$ cat src/rtl/utf8_cyrillic_transliterator_defines.svh
// Assertion macros shared by the transliterator RTL.
// No dependencies; included by the modules that carry assertions.
`ifndef UTF8_CYRILLIC_TRANSLITERATOR_DEFINES_SVH
`define UTF8_CYRILLIC_TRANSLITERATOR_DEFINES_SVH

// Same-cycle implication, disabled while reset is asserted
`define UCX_ASSERT_NOW(label, clk, rst_n, ante, cons, msg) \
	label: assert property (@(posedge clk) disable iff (!rst_n) (ante) |-> (cons)) \
		else $error(msg);

// Next-cycle implication, disabled while reset is asserted
`define UCX_ASSERT_NEXT(label, clk, rst_n, ante, cons, msg) \
	label: assert property (@(posedge clk) disable iff (!rst_n) (ante) |=> (cons)) \
		else $error(msg);

`endif

$ cat src/rtl/ucx_pkg.sv
// Package for the UTF-8 Cyrillic transliterator: types, sizes and letter table.
// No dependencies.
package ucx_pkg;

	localparam int TEXT_W = 32;          // up to four Latin characters
	localparam int LEN_W  = 3;           // character count 0..4
	localparam int IDX_W  = 2;           // character index 0..3
	localparam logic [7:0] LEAD_MIN = 8'h80;

	// Result of one table lookup; text is left aligned, first character on top
	typedef struct packed {
		logic              hit;
		logic [LEN_W-1:0]  len;
		logic [TEXT_W-1:0] text;
	} letter_t;

	// One run of result beats handed to the output stage
	typedef struct packed {
		logic              has;
		logic              str_end;
		logic [LEN_W-1:0]  len;
		logic [TEXT_W-1:0] text;
	} run_t;

	// Build a hit entry from a right-aligned literal
	function automatic letter_t mk(input logic [LEN_W-1:0] len, input logic [TEXT_W-1:0] s);
		letter_t r;
		r.hit  = 1'b1;
		r.len  = len;
		r.text = s << {3'd4 - len, 3'b000};
		return r;
	endfunction

	// Two-byte UTF-8 Russian letter to Latin text
	function automatic letter_t letter_lookup(input logic [7:0] lead, input logic [7:0] trail);
		letter_t r;
		r = '0;
		case ({lead, trail})
			// lower case
			16'hD0B0: r = mk(3'd1, "a");
			16'hD0B1: r = mk(3'd1, "b");
			16'hD0B2: r = mk(3'd1, "v");
			16'hD0B3: r = mk(3'd1, "g");
			16'hD0B4: r = mk(3'd1, "d");
			16'hD0B5: r = mk(3'd1, "e");
			16'hD191: r = mk(3'd2, "yo");
			16'hD0B6: r = mk(3'd2, "zh");
			16'hD0B7: r = mk(3'd1, "z");
			16'hD0B8: r = mk(3'd1, "i");
			16'hD0B9: r = mk(3'd1, "y");
			16'hD0BA: r = mk(3'd1, "k");
			16'hD0BB: r = mk(3'd1, "l");
			16'hD0BC: r = mk(3'd1, "m");
			16'hD0BD: r = mk(3'd1, "n");
			16'hD0BE: r = mk(3'd1, "o");
			16'hD0BF: r = mk(3'd1, "p");
			16'hD180: r = mk(3'd1, "r");
			16'hD181: r = mk(3'd1, "s");
			16'hD182: r = mk(3'd1, "t");
			16'hD183: r = mk(3'd1, "u");
			16'hD184: r = mk(3'd1, "f");
			16'hD185: r = mk(3'd2, "kh");
			16'hD186: r = mk(3'd2, "ts");
			16'hD187: r = mk(3'd2, "ch");
			16'hD188: r = mk(3'd2, "sh");
			16'hD189: r = mk(3'd4, "shch");
			16'hD18A: r = mk(3'd1, "'");
			16'hD18B: r = mk(3'd1, "y");
			16'hD18C: r = mk(3'd1, "'");
			16'hD18D: r = mk(3'd1, "e");
			16'hD18E: r = mk(3'd2, "yu");
			16'hD18F: r = mk(3'd2, "ya");
			// upper case
			16'hD090: r = mk(3'd1, "A");
			16'hD091: r = mk(3'd1, "B");
			16'hD092: r = mk(3'd1, "V");
			16'hD093: r = mk(3'd1, "G");
			16'hD094: r = mk(3'd1, "D");
			16'hD095: r = mk(3'd1, "E");
			16'hD081: r = mk(3'd2, "Yo");
			16'hD096: r = mk(3'd2, "Zh");
			16'hD097: r = mk(3'd1, "Z");
			16'hD098: r = mk(3'd1, "I");
			16'hD099: r = mk(3'd1, "Y");
			16'hD09A: r = mk(3'd1, "K");
			16'hD09B: r = mk(3'd1, "L");
			16'hD09C: r = mk(3'd1, "M");
			16'hD09D: r = mk(3'd1, "N");
			16'hD09E: r = mk(3'd1, "O");
			16'hD09F: r = mk(3'd1, "P");
			16'hD0A0: r = mk(3'd1, "R");
			16'hD0A1: r = mk(3'd1, "S");
			16'hD0A2: r = mk(3'd1, "T");
			16'hD0A3: r = mk(3'd1, "U");
			16'hD0A4: r = mk(3'd1, "F");
			16'hD0A5: r = mk(3'd2, "Kh");
			16'hD0A6: r = mk(3'd2, "Ts");
			16'hD0A7: r = mk(3'd2, "Ch");
			16'hD0A8: r = mk(3'd2, "Sh");
			16'hD0A9: r = mk(3'd4, "Shch");
			16'hD0AA: r = mk(3'd1, "'");
			16'hD0AB: r = mk(3'd1, "Y");
			16'hD0AC: r = mk(3'd1, "'");
			16'hD0AD: r = mk(3'd1, "E");
			16'hD0AE: r = mk(3'd2, "Yu");
			16'hD0AF: r = mk(3'd2, "Ya");
			default: r = '0;
		endcase
		return r;
	endfunction

endpackage

$ cat src/rtl/ucx_if.sv
// Valid/ready channel interfaces for the transliterator's byte input and char output.
// No dependencies.
interface ucx_in_if;
	logic       valid;
	logic       ready;
	logic [7:0] in_byte;
	logic       string_last;

	modport source (output valid, output in_byte, output string_last, input ready);
	modport sink (input valid, input in_byte, input string_last, output ready);
endinterface

interface ucx_out_if;
	logic       valid;
	logic       ready;
	logic [7:0] out_char;
	logic       has_char;
	logic       run_last;
	logic       string_end;

	modport source (output valid, output out_char, output has_char, output run_last,
		output string_end, input ready);
	modport sink (input valid, input out_char, input has_char, input run_last,
		input string_end, output ready);
endinterface

$ cat src/rtl/ucx_drain.sv
// Result register and serializer: holds one run of up to four chars, one beat per cycle while chars.ready is high.
// Depends on ucx_pkg, ucx_if.sv and utf8_cyrillic_transliterator_defines.svh.
`include "utf8_cyrillic_transliterator_defines.svh"

module ucx_drain (
	input  logic            clk,
	input  logic            arst_n,
	input  logic            load,
	input  ucx_pkg::run_t   run,
	output logic            free,
	ucx_out_if.source       chars
);

	logic                      valid_q;
	logic [ucx_pkg::IDX_W-1:0] idx_q;
	ucx_pkg::run_t             run_q;
	logic                      last_beat;
	logic [ucx_pkg::TEXT_W-1:0] sel;

	// Beat position within the run
	assign last_beat = ({1'b0, idx_q} == run_q.len - 3'd1);
	assign free      = !valid_q || (chars.ready && last_beat);

	// Run control
	always_ff @(posedge clk or negedge arst_n) begin
		if (!arst_n) begin
			valid_q <= 1'b0;
			idx_q   <= '0;
		end else if (load) begin
			valid_q <= 1'b1;
			idx_q   <= '0;
		end else if (valid_q && chars.ready) begin
			if (last_beat) begin
				valid_q <= 1'b0;
			end else begin
				idx_q <= idx_q + 2'd1;
			end
		end
	end

	// Run payload
	always_ff @(posedge clk) begin
		if (load) begin
			run_q <= run;
		end
	end

	// Pick the current character from the top of the shifted text
	assign sel = run_q.text << {idx_q, 3'b000};

	assign chars.valid      = valid_q;
	assign chars.out_char   = sel[ucx_pkg::TEXT_W-1 -: 8];
	assign chars.has_char   = run_q.has;
	assign chars.run_last   = last_beat;
	assign chars.string_end = last_beat && run_q.str_end;

	`UCX_ASSERT_NOW(a_len_nonzero, clk, arst_n, valid_q, run_q.len != 3'd0, "empty run in output stage")
	`UCX_ASSERT_NOW(a_idx_in_run, clk, arst_n, valid_q, {1'b0, idx_q} < run_q.len, "beat index past run length")
	`UCX_ASSERT_NOW(a_marker_ends, clk, arst_n, valid_q && !run_q.has, last_beat && run_q.str_end, "bare marker not at string end")

endmodule

$ cat src/rtl/utf8_cyrillic_transliterator.sv
// UTF-8 Cyrillic-to-Latin transliterator top level.
// Depends on ucx_pkg, ucx_if.sv, ucx_drain and utf8_cyrillic_transliterator_defines.svh.
//
// Channels: "bytes" takes one UTF-8 byte per beat with string_last on the final
// byte; "chars" gives one result per beat (out_char, has_char, run_last,
// string_end). ASCII bytes pass through; a two-byte Russian letter gives 1 to 4
// Latin characters; an unknown pair gives nothing, except a bare end marker when
// it closes the string. A lead byte gives no result.
// Timing: an accepted byte sits in the input register, is looked up and loaded into
// the result register once the output stage is free; its first char can then be taken.
// Output: the output stage sends one char per cycle while the receiver holds ready high;
// an item yields 1 to 4 chars, four for the shch letters; items with no result leave
// the input register without waiting for the output stage.
// Stalls: while the receiver holds ready low the current run stays put, the input
// register keeps one more item, and then bytes.ready drops.
// Reset: arst_n clears the held lead byte and all valid state; no clearing pass.
`include "utf8_cyrillic_transliterator_defines.svh"

module utf8_cyrillic_transliterator (
	input  logic      clk,
	input  logic      arst_n,
	ucx_in_if.sink    bytes,
	ucx_out_if.source chars
);

	logic          held_valid_q;
	logic [7:0]    held_lead_q;
	logic          valid_s1;
	logic          pair_s1;
	logic [7:0]    lead_s1;
	logic [7:0]    byte_s1;
	logic          last_s1;
	logic          accept;
	logic          hold;
	logic          drop;
	logic          adv;
	logic          load;
	logic          free;
	ucx_pkg::letter_t lk;
	ucx_pkg::run_t    run_d;

	// Input handshake
	assign accept      = bytes.valid && bytes.ready;
	assign hold        = !held_valid_q && (bytes.in_byte >= ucx_pkg::LEAD_MIN) && !bytes.string_last;
	assign adv         = valid_s1 && (drop || free);
	assign load        = valid_s1 && !drop && free;
	assign bytes.ready = !valid_s1 || adv;

	// Lead byte store and input register control
	always_ff @(posedge clk or negedge arst_n) begin
		if (!arst_n) begin
			held_valid_q <= 1'b0;
			held_lead_q  <= '0;
			valid_s1     <= 1'b0;
		end else if (accept) begin
			held_valid_q <= hold;
			held_lead_q  <= hold ? bytes.in_byte : 8'h00;
			valid_s1     <= !hold;
		end else if (adv) begin
			valid_s1 <= 1'b0;
		end
	end

	// Input register payload
	always_ff @(posedge clk) begin
		if (accept) begin
			pair_s1 <= held_valid_q;
			lead_s1 <= held_lead_q;
			byte_s1 <= bytes.in_byte;
			last_s1 <= bytes.string_last;
		end
	end

	// Letter lookup and run build
	assign lk   = ucx_pkg::letter_lookup(lead_s1, byte_s1);
	assign drop = pair_s1 && !lk.hit && !last_s1;

	always_comb begin
		run_d.str_end = last_s1;
		if (!pair_s1) begin
			run_d.has  = 1'b1;
			run_d.len  = 3'd1;
			run_d.text = {byte_s1, 24'h000000};
		end else if (lk.hit) begin
			run_d.has  = 1'b1;
			run_d.len  = lk.len;
			run_d.text = lk.text;
		end else begin
			run_d.has  = 1'b0;
			run_d.len  = 3'd1;
			run_d.text = '0;
		end
	end

	ucx_drain u_drain (
		.clk    (clk),
		.arst_n (arst_n),
		.load   (load),
		.run    (run_d),
		.free   (free),
		.chars  (chars)
	);

	`UCX_ASSERT_NEXT(a_pair_loads, clk, arst_n, accept && held_valid_q, !held_valid_q && valid_s1 && pair_s1, "held pair not formed")
	`UCX_ASSERT_NEXT(a_hold_no_s1, clk, arst_n, accept && hold, held_valid_q && !valid_s1, "lead byte entered input register")
	`UCX_ASSERT_NOW(a_raw_kept, clk, arst_n, valid_s1 && !pair_s1, !drop, "pass-through byte dropped")

endmodule
$ cat src/flat_wrapper.sv
// flat-port wrapper written by rule: the top's interface ports become plain ports
module utf8_cyrillic_transliterator_flat 
  (clk, arst_n, bytes_valid, bytes_in_byte, bytes_string_last, bytes_ready, chars_valid, chars_out_char, chars_has_char, chars_run_last, chars_string_end, chars_ready);
  ucx_in_if bytes_i ();
  ucx_out_if chars_i ();
  input  logic clk;
  input  logic arst_n;
  input wire logic [$bits(bytes_i.valid)-1:0] bytes_valid;
  input wire logic [$bits(bytes_i.in_byte)-1:0] bytes_in_byte;
  input wire logic [$bits(bytes_i.string_last)-1:0] bytes_string_last;
  output wire logic [$bits(bytes_i.ready)-1:0] bytes_ready;
  output wire logic [$bits(chars_i.valid)-1:0] chars_valid;
  output wire logic [$bits(chars_i.out_char)-1:0] chars_out_char;
  output wire logic [$bits(chars_i.has_char)-1:0] chars_has_char;
  output wire logic [$bits(chars_i.run_last)-1:0] chars_run_last;
  output wire logic [$bits(chars_i.string_end)-1:0] chars_string_end;
  input wire logic [$bits(chars_i.ready)-1:0] chars_ready;
  assign bytes_i.valid = bytes_valid;
  assign bytes_i.in_byte = bytes_in_byte;
  assign bytes_i.string_last = bytes_string_last;
  assign bytes_ready = bytes_i.ready;
  assign chars_valid = chars_i.valid;
  assign chars_out_char = chars_i.out_char;
  assign chars_has_char = chars_i.has_char;
  assign chars_run_last = chars_i.run_last;
  assign chars_string_end = chars_i.string_end;
  assign chars_i.ready = chars_ready;
  utf8_cyrillic_transliterator u_core (.clk(clk), .arst_n(arst_n), .bytes(bytes_i), .chars(chars_i));
endmodule
$ cat config.mk
export PLATFORM = sky130hd
export DESIGN_NAME = utf8_cyrillic_transliterator_flat
export DESIGN_NICKNAME = d
export VERILOG_FILES = /design/src/rtl/ucx_pkg.sv /design/src/rtl/ucx_if.sv /design/src/rtl/ucx_drain.sv /design/src/rtl/utf8_cyrillic_transliterator.sv /design/src/flat_wrapper.sv
export VERILOG_INCLUDE_DIRS = /design/src /design/src/rtl
export SDC_FILE = /design/constraint.sdc
export NUM_CORES = 1
export LEC_CHECK = 0
export BUFFER_PORTS_ARGS = -buffer_cell sky130_fd_sc_hd__buf_2
export CAP_MARGIN = 10
export CORE_ASPECT_RATIO = 1.5
export CORE_MARGIN = 2
export CORE_UTILIZATION = 66
export CTS_CLUSTER_SIZE = 14
export DETAILED_ROUTE_END_ITERATION = 6
export GPL_TIMING_DRIVEN = 1
export PLACE_DENSITY = 0.88
export SLEW_MARGIN = 20
export SYNTH_ARGS = -nofsm -noshare
export SYNTH_HDL_FRONTEND = slang
export SYNTH_SLANG_ARGS = --single-unit
$ cat constraint.sdc
create_clock -name clk -period 5.55 [get_ports clk]
set_input_delay 1.11 -clock clk [delete_from_list [all_inputs] [get_ports clk]]
set_output_delay 1.11 -clock clk [all_outputs]
set_load 0.05 [all_outputs]
After elaboration in Yosys (flattened, before gate mapping)
Cells that the tools add are included.

Bits of input ports: 13. Flip-flop bits (word level): 68. Word-level logic and storage cells: 132.

Equal/unequal tests: 68. Shift operators: 1. Reduce and logical (&&, ||, !) cells: 33. Add/sub/neg operators: 2. Mux-type cells: 13. $lt $le $gt $ge: 1.

Operators by type and width (count): one-hot mux 36 bit (59 select lines) (1); equality test 16 bit (second input constant) (66); 2-to-1 mux 32 bit (2); << shifter 32 x 5 -> 32 bit (1); logical AND 1 bit (11); greater-or-equal comparator 8 bit (second input constant) (1); logical NOT 1 bit (8); 2-to-1 mux 8 bit (1); OR reduction 2 bit (4); 2-to-1 mux 1 bit (6); 2-to-1 mux 2 bit (3); AND reduction 2 bit (3); nonzero test 2 bit (3); OR reduction 4 bit (1); equality test 2 x 3 -> 1 bit (1); logical OR 1 bit (3); subtractor 3 x 1 -> 3 bit (second input constant) (1); adder 2 x 1 -> 2 bit (second input constant) (1); != test 2 x 1 -> 1 bit (second input constant) (1).

Depth between registers and ports, before layout
Word-level depth: 11. Gate-level depth with buffers: 10. Gate-level depth less buffers: 9.

Hierarchy
From an unflattened synthesis, not the netlist that was laid out.

Cells, all modules: 408. Area, all modules: 4311.6 um^2.

Modules (own cells, without submodules): utf8_cyrillic_transliterator (times used 1, cells an instance 333, area each 2745.1 um^2); ucx_drain (times used 1, cells an instance 75, area each 1566.5 um^2).

Worst setup path before layout
Ideal clock, no wire load.

Path type: register -> output. Start point: reg u_core.u_drain.run_q[32] in the netlist's numbering. End point: out bytes_ready. Cell stages (with the launch flop): 10. Setup slack: 1.248 ns. Buffers on the path: 2. Data arrival time: 3.192 ns. Cells stage by stage: edfxtp_1 inv_1 ha_1 xnor2_1 nor3_1 nand2_1 and2_1 buf_1 clkbuf_1 nand3_1.

Word-level cells in the longest chain between the ends: 7.

Ends and longest elaborated chain: start: declaration (line ucx_drain.sv:16) `ucx_pkg::run_t run_q;`; start signal: assignment (line ucx_drain.sv:44) `run_q <= run;`; subtractor 3 x 1 -> 3 bit (line ucx_drain.sv:21) `assign last_beat = ({1'b0, idx_q} == run_q.len - 3'd1);`; equality test 2 x 3 -> 1 bit (line ucx_drain.sv:21); net chars_run_last (line flat_wrapper.sv:15) `output wire logic [$bits(chars_i.run_last)-1:0] chars_run_last;`; logical AND 1 bit (line ucx_drain.sv:22) `assign free = !valid_q || (chars.ready && last_beat);`; logical OR 1 bit (line ucx_drain.sv:22); logical OR 1 bit (line utf8_cyrillic_transliterator.sv:45) `assign adv = valid_s1 && (drop || free);`; logical AND 1 bit (line utf8_cyrillic_transliterator.sv:45); logical OR 1 bit (line utf8_cyrillic_transliterator.sv:47) `assign bytes.ready = !valid_s1 || adv;`; end: declaration (line flat_wrapper.sv:11) `output wire logic [$bits(bytes_i.ready)-1:0] bytes_ready;`.

The timed path passes the listed nets, and every way through them passes these cells.

Worst setup path after layout
Start point: reg u_core.byte_s1[2]. End point: out bytes_ready.

Word-level cells in the longest chain between the ends: 9.

Ends and longest elaborated chain: start: declaration (line utf8_cyrillic_transliterator.sv:31) `logic [7:0] byte_s1;`; start signal: assignment (line utf8_cyrillic_transliterator.sv:69) `byte_s1 <= bytes.in_byte;`; equality test 16 bit (line ucx_pkg.sv:38) `case ({lead, trail})`; OR reduction 4 bit (no line) or OR reduction 2 bit (tied branches); one-hot mux 36 bit (59 select lines) * (line ucx_pkg.sv:38); logical NOT 1 bit * (line utf8_cyrillic_transliterator.sv:76) `assign drop = pair_s1 && !lk.hit && !last_s1;`; logical AND 1 bit * (2 in a row) (line utf8_cyrillic_transliterator.sv:76); logical OR 1 bit * (line utf8_cyrillic_transliterator.sv:45); logical AND 1 bit * (line utf8_cyrillic_transliterator.sv:45); logical OR 1 bit * (line utf8_cyrillic_transliterator.sv:47).

Every way passes the cells marked *; elsewhere a longest branch is shown, timed or not.

==> results.md <==
- Status: complete, no violations
- CP startpoint kind: register
- Initial Utilization: 68.4%
- Yosys top cell by area: edfxtp_1
- R2R depth: 7
- Leakage: 1.39 nW
- Final Util: 72.8%
- Drt wl/cell: 23.3 µm
- Final Skew: 0.00961 ns
- CP bufs+invs: 1
- Grt ovf: 0
- Async set-reset flop share out of synthesis: 26.0%
- Cells after Synth: 437
- Synth Cell Area: 0.00373 mm²
- Iter 0 DRT Violations: 709
- Flop2flop setup slack: 1.70 ns
- Final setup TNS: 0 ns
- Endpoints failing hold: 0
- Nets: 453
- Max-Cap Viols: 0
- Final Max Tran Viols: 0
- Share of cells above drive strength 1: 12.3%
- EDFF count, synth: 37
- Pin count of the biggest net entering global routing: 28
- Ys flop type: edfxtp_1
- Setup Crit Path Kind: reg -> out
- Drt via density: 7.48
- Worst path cell trace: nand2_1 -> a211oi_1 -> o31ai_2 -> nor3_1 -> o31a_1 -> nand2_1 -> nand3_1 -> buf_2
- Setup bufs post-CTS: 0
- Core area: 0.00545 mm²
- Most frequent cells in the layout: 40 x nor2_1, 37 x o21ai_0, 37 x edfxtp_1
- WL final: 11900 µm
- Setup violations, final: 0
- Syn Nets: 451
- GPL Wtd Cong: 1.12
- Post-CTS Resized: 0
- Worst-Margin Slew: 1.07 ns
- Crit path largest cell delay: 0.82 ns
- Levels on crit path: 8
- Yosys cell types: 68
- Die ar.: 0.00628 mm²
- I/O pin count: 26
- P per Cell Area: 281 mW/mm²
- First-pass GRT wire length: 18600 µm
- Total number of H-tree levels: 2
- Worst-path clk slew: 0.09 ns
- Leading cell type in the layout, fill and taps excluded: nor2_1
- Hold_buf cts: 0
- Synth warn: 0
- Row cnt: 33
- Top cell type's share of synthesized area: 29.8%
- Post-DP HPWL: 8590 µm
- Flops & latches, synth: 50
- Total GRT Usage: 39.3%
- N_diodes: 0
- CTS Buf Count: 5
- Die Y: 96.1 µm
- CP most frequent cell: nand2_1
- Number of global-route vias before repair: 3622
- DR pass1 iterations: 7
- Hold path cells: 0
- Arrival time at the worst endpoint: 3.28 ns
- Antenna violations before repair: 0
- DRC viols: 0
- F_max: 228 MHz
- Family with the most delay on the worst path: simple AND/OR/NAND/NOR gates
- Final Cycle Share: 79.2%
- Die X: 65.4 µm
- Tot Pwr: 1.11 mW
- Hold Crit Class: reg -> reg
- Vias post-DR: 3813
- Syn Area/Cell: 8.53 µm²
- Slowest-stage cell, CP: edfxtp_1
- CTS root buf: clkbuf_8
- Clk Latency, worst-skew pair: 0.30 ns
- Sequential area share after synthesis: 38.5%
- Port buffer count: 25
- Layout area overhead: 6.34%
- CP max FO: 16
- CP required: 4.44 ns
- Fin crit period: 4.39 ns
- RSZ-0062 raised after global routing: no
- Max_slew headroom: 26.5%
- Clock Sinks: 50
- CTS tree: yes
- Peak VDD IR: 0.231 mV
- Fill cells: 434
- Area contributors post-synth: edfxtp_1 30%, dfrtp_1 8.7%, o21ai_0 5.0%
- Setup crit end kind: output pin
- Routed Antenna Nets: 0
- Fin cells: 510
- Placed cells: 502
- CTS max path bufs: 2
final cells by class:
type / instances / area, µm² / share of cell area, %
Clock inverter: 2 / 16.3 / 0.410
Sequential cell: 50 / 1440 / 36.2
Timing Repair Buffer: 34 / 193 / 4.86
Inverter: 10 / 37.5 / 0.947
Clock buffer: 6 / 82.6 / 2.08
Multi-Input combinational cell: 338 / 2110 / 53.3
Tap cell: 70 / 87.6 / 2.21
worst paths after layout:
| path | startpoint | to |
|---|---|---|
| worst max-delay path | u_core.byte_s1[2] | bytes_ready |
| worst min-delay path | u_core.held_lead_q[7] | u_core.lead_s1[7] |
| worst max register to register | u_core.byte_s1[2] | u_core.byte_s1[4] |
| worst min register to register | u_core.held_lead_q[7] | u_core.lead_s1[7] |
| max in group asynchronous | arst_n | u_core.held_lead_q[5] |
| min in group asynchronous | arst_n | u_core.u_drain.chars.valid |
flip-flops by register name, summed over array words and instances, names as in the netlist:
name	count
u_core.u_drain.run_q	18
u_core.byte_s1	8
u_core.held_lead_q	8
u_core.lead_s1	8
u_core.u_drain.idx_q	2
u_core.held_valid_q	1
u_core.last_s1	1
u_core.pair_s1	1
u_core.u_drain.chars.has_char	1
u_core.u_drain.chars.valid	1
u_core.valid_s1	1
metal layers:
layer  up-vias  track usage (%)  part of all wire, %
met3        86             8.07                  8.5
met4         0             25.5                  8.2
li1       1699                -                    -
met1      1759             44.4                   34
met5         -                0                    0
met2       269             66.9                   49
worst reg2reg max path: stages (launching register included):
cell	delay, ns
edfxtp_1	0.82
nand2_1	0.33
a211oi_1	0.44
o31ai_2	0.10
nor3_1	0.31
o31a_1	0.30
nand2_1	0.27
a31oi_2	0.92
power breakdown:
part           leakage, nW  internal, mW  total (mW)  switching [mW]
clock               0.0478         0.103       0.225           0.122
sequential           0.480         0.472       0.549          0.0770
combinational        0.866         0.120       0.339           0.219
total                 1.39         0.695        1.11           0.418
synthesized netlist by cell type (3+ instances only):
cell / number
dfrtp_1: 13
nand4b_1: 3
a32o_1: 3
and4_1: 5
o311ai_0: 3
a32oi_1: 7
nor2_1: 40
nand2b_1: 10
mux2i_1: 8
a211o_1: 8
nor3_1: 19
a22oi_1: 4
a21oi_1: 24
nand2_1: 29
a211oi_1: 8
xnor2_1: 5
edfxtp_1: 37
and3_1: 10
nand3_1: 23
xor2_1: 3
o21ai_0: 37
nor4_1: 6
inv_1: 9
nand4_1: 10
buf_1: 8
o22ai_1: 3
o31ai_1: 4
clkbuf_1: 30
and2_1: 4
a31oi_1: 5
a221oi_1: 5
a2bb2oi_1: 3
nor2b_1: 6
metrics by stage:
stage	setup slack (ns)	instance area, µm²	hold WS [ns]
floorplan	1.25	3730	0.433
global placement	1.65	3870	0.450
detailed placement	1.56	3870	0.455
CTS	1.23	3970	0.478
global route	0.992	3970	0.498
finish	1.16	3970	0.478
kinds of logic after synthesis:
kind of cell / count (synthesis) / synth area share, %
flops: 50 / 38.5
xor+xnor: 8 / 1.88
fa+ha+maj: 1 / 0.336
buf+inv: 49 / 5.13
compound gates: 136 / 25.0
simple gates: 185 / 27.0
mux: 8 / 2.15
(Power assumes the default switching activity.)
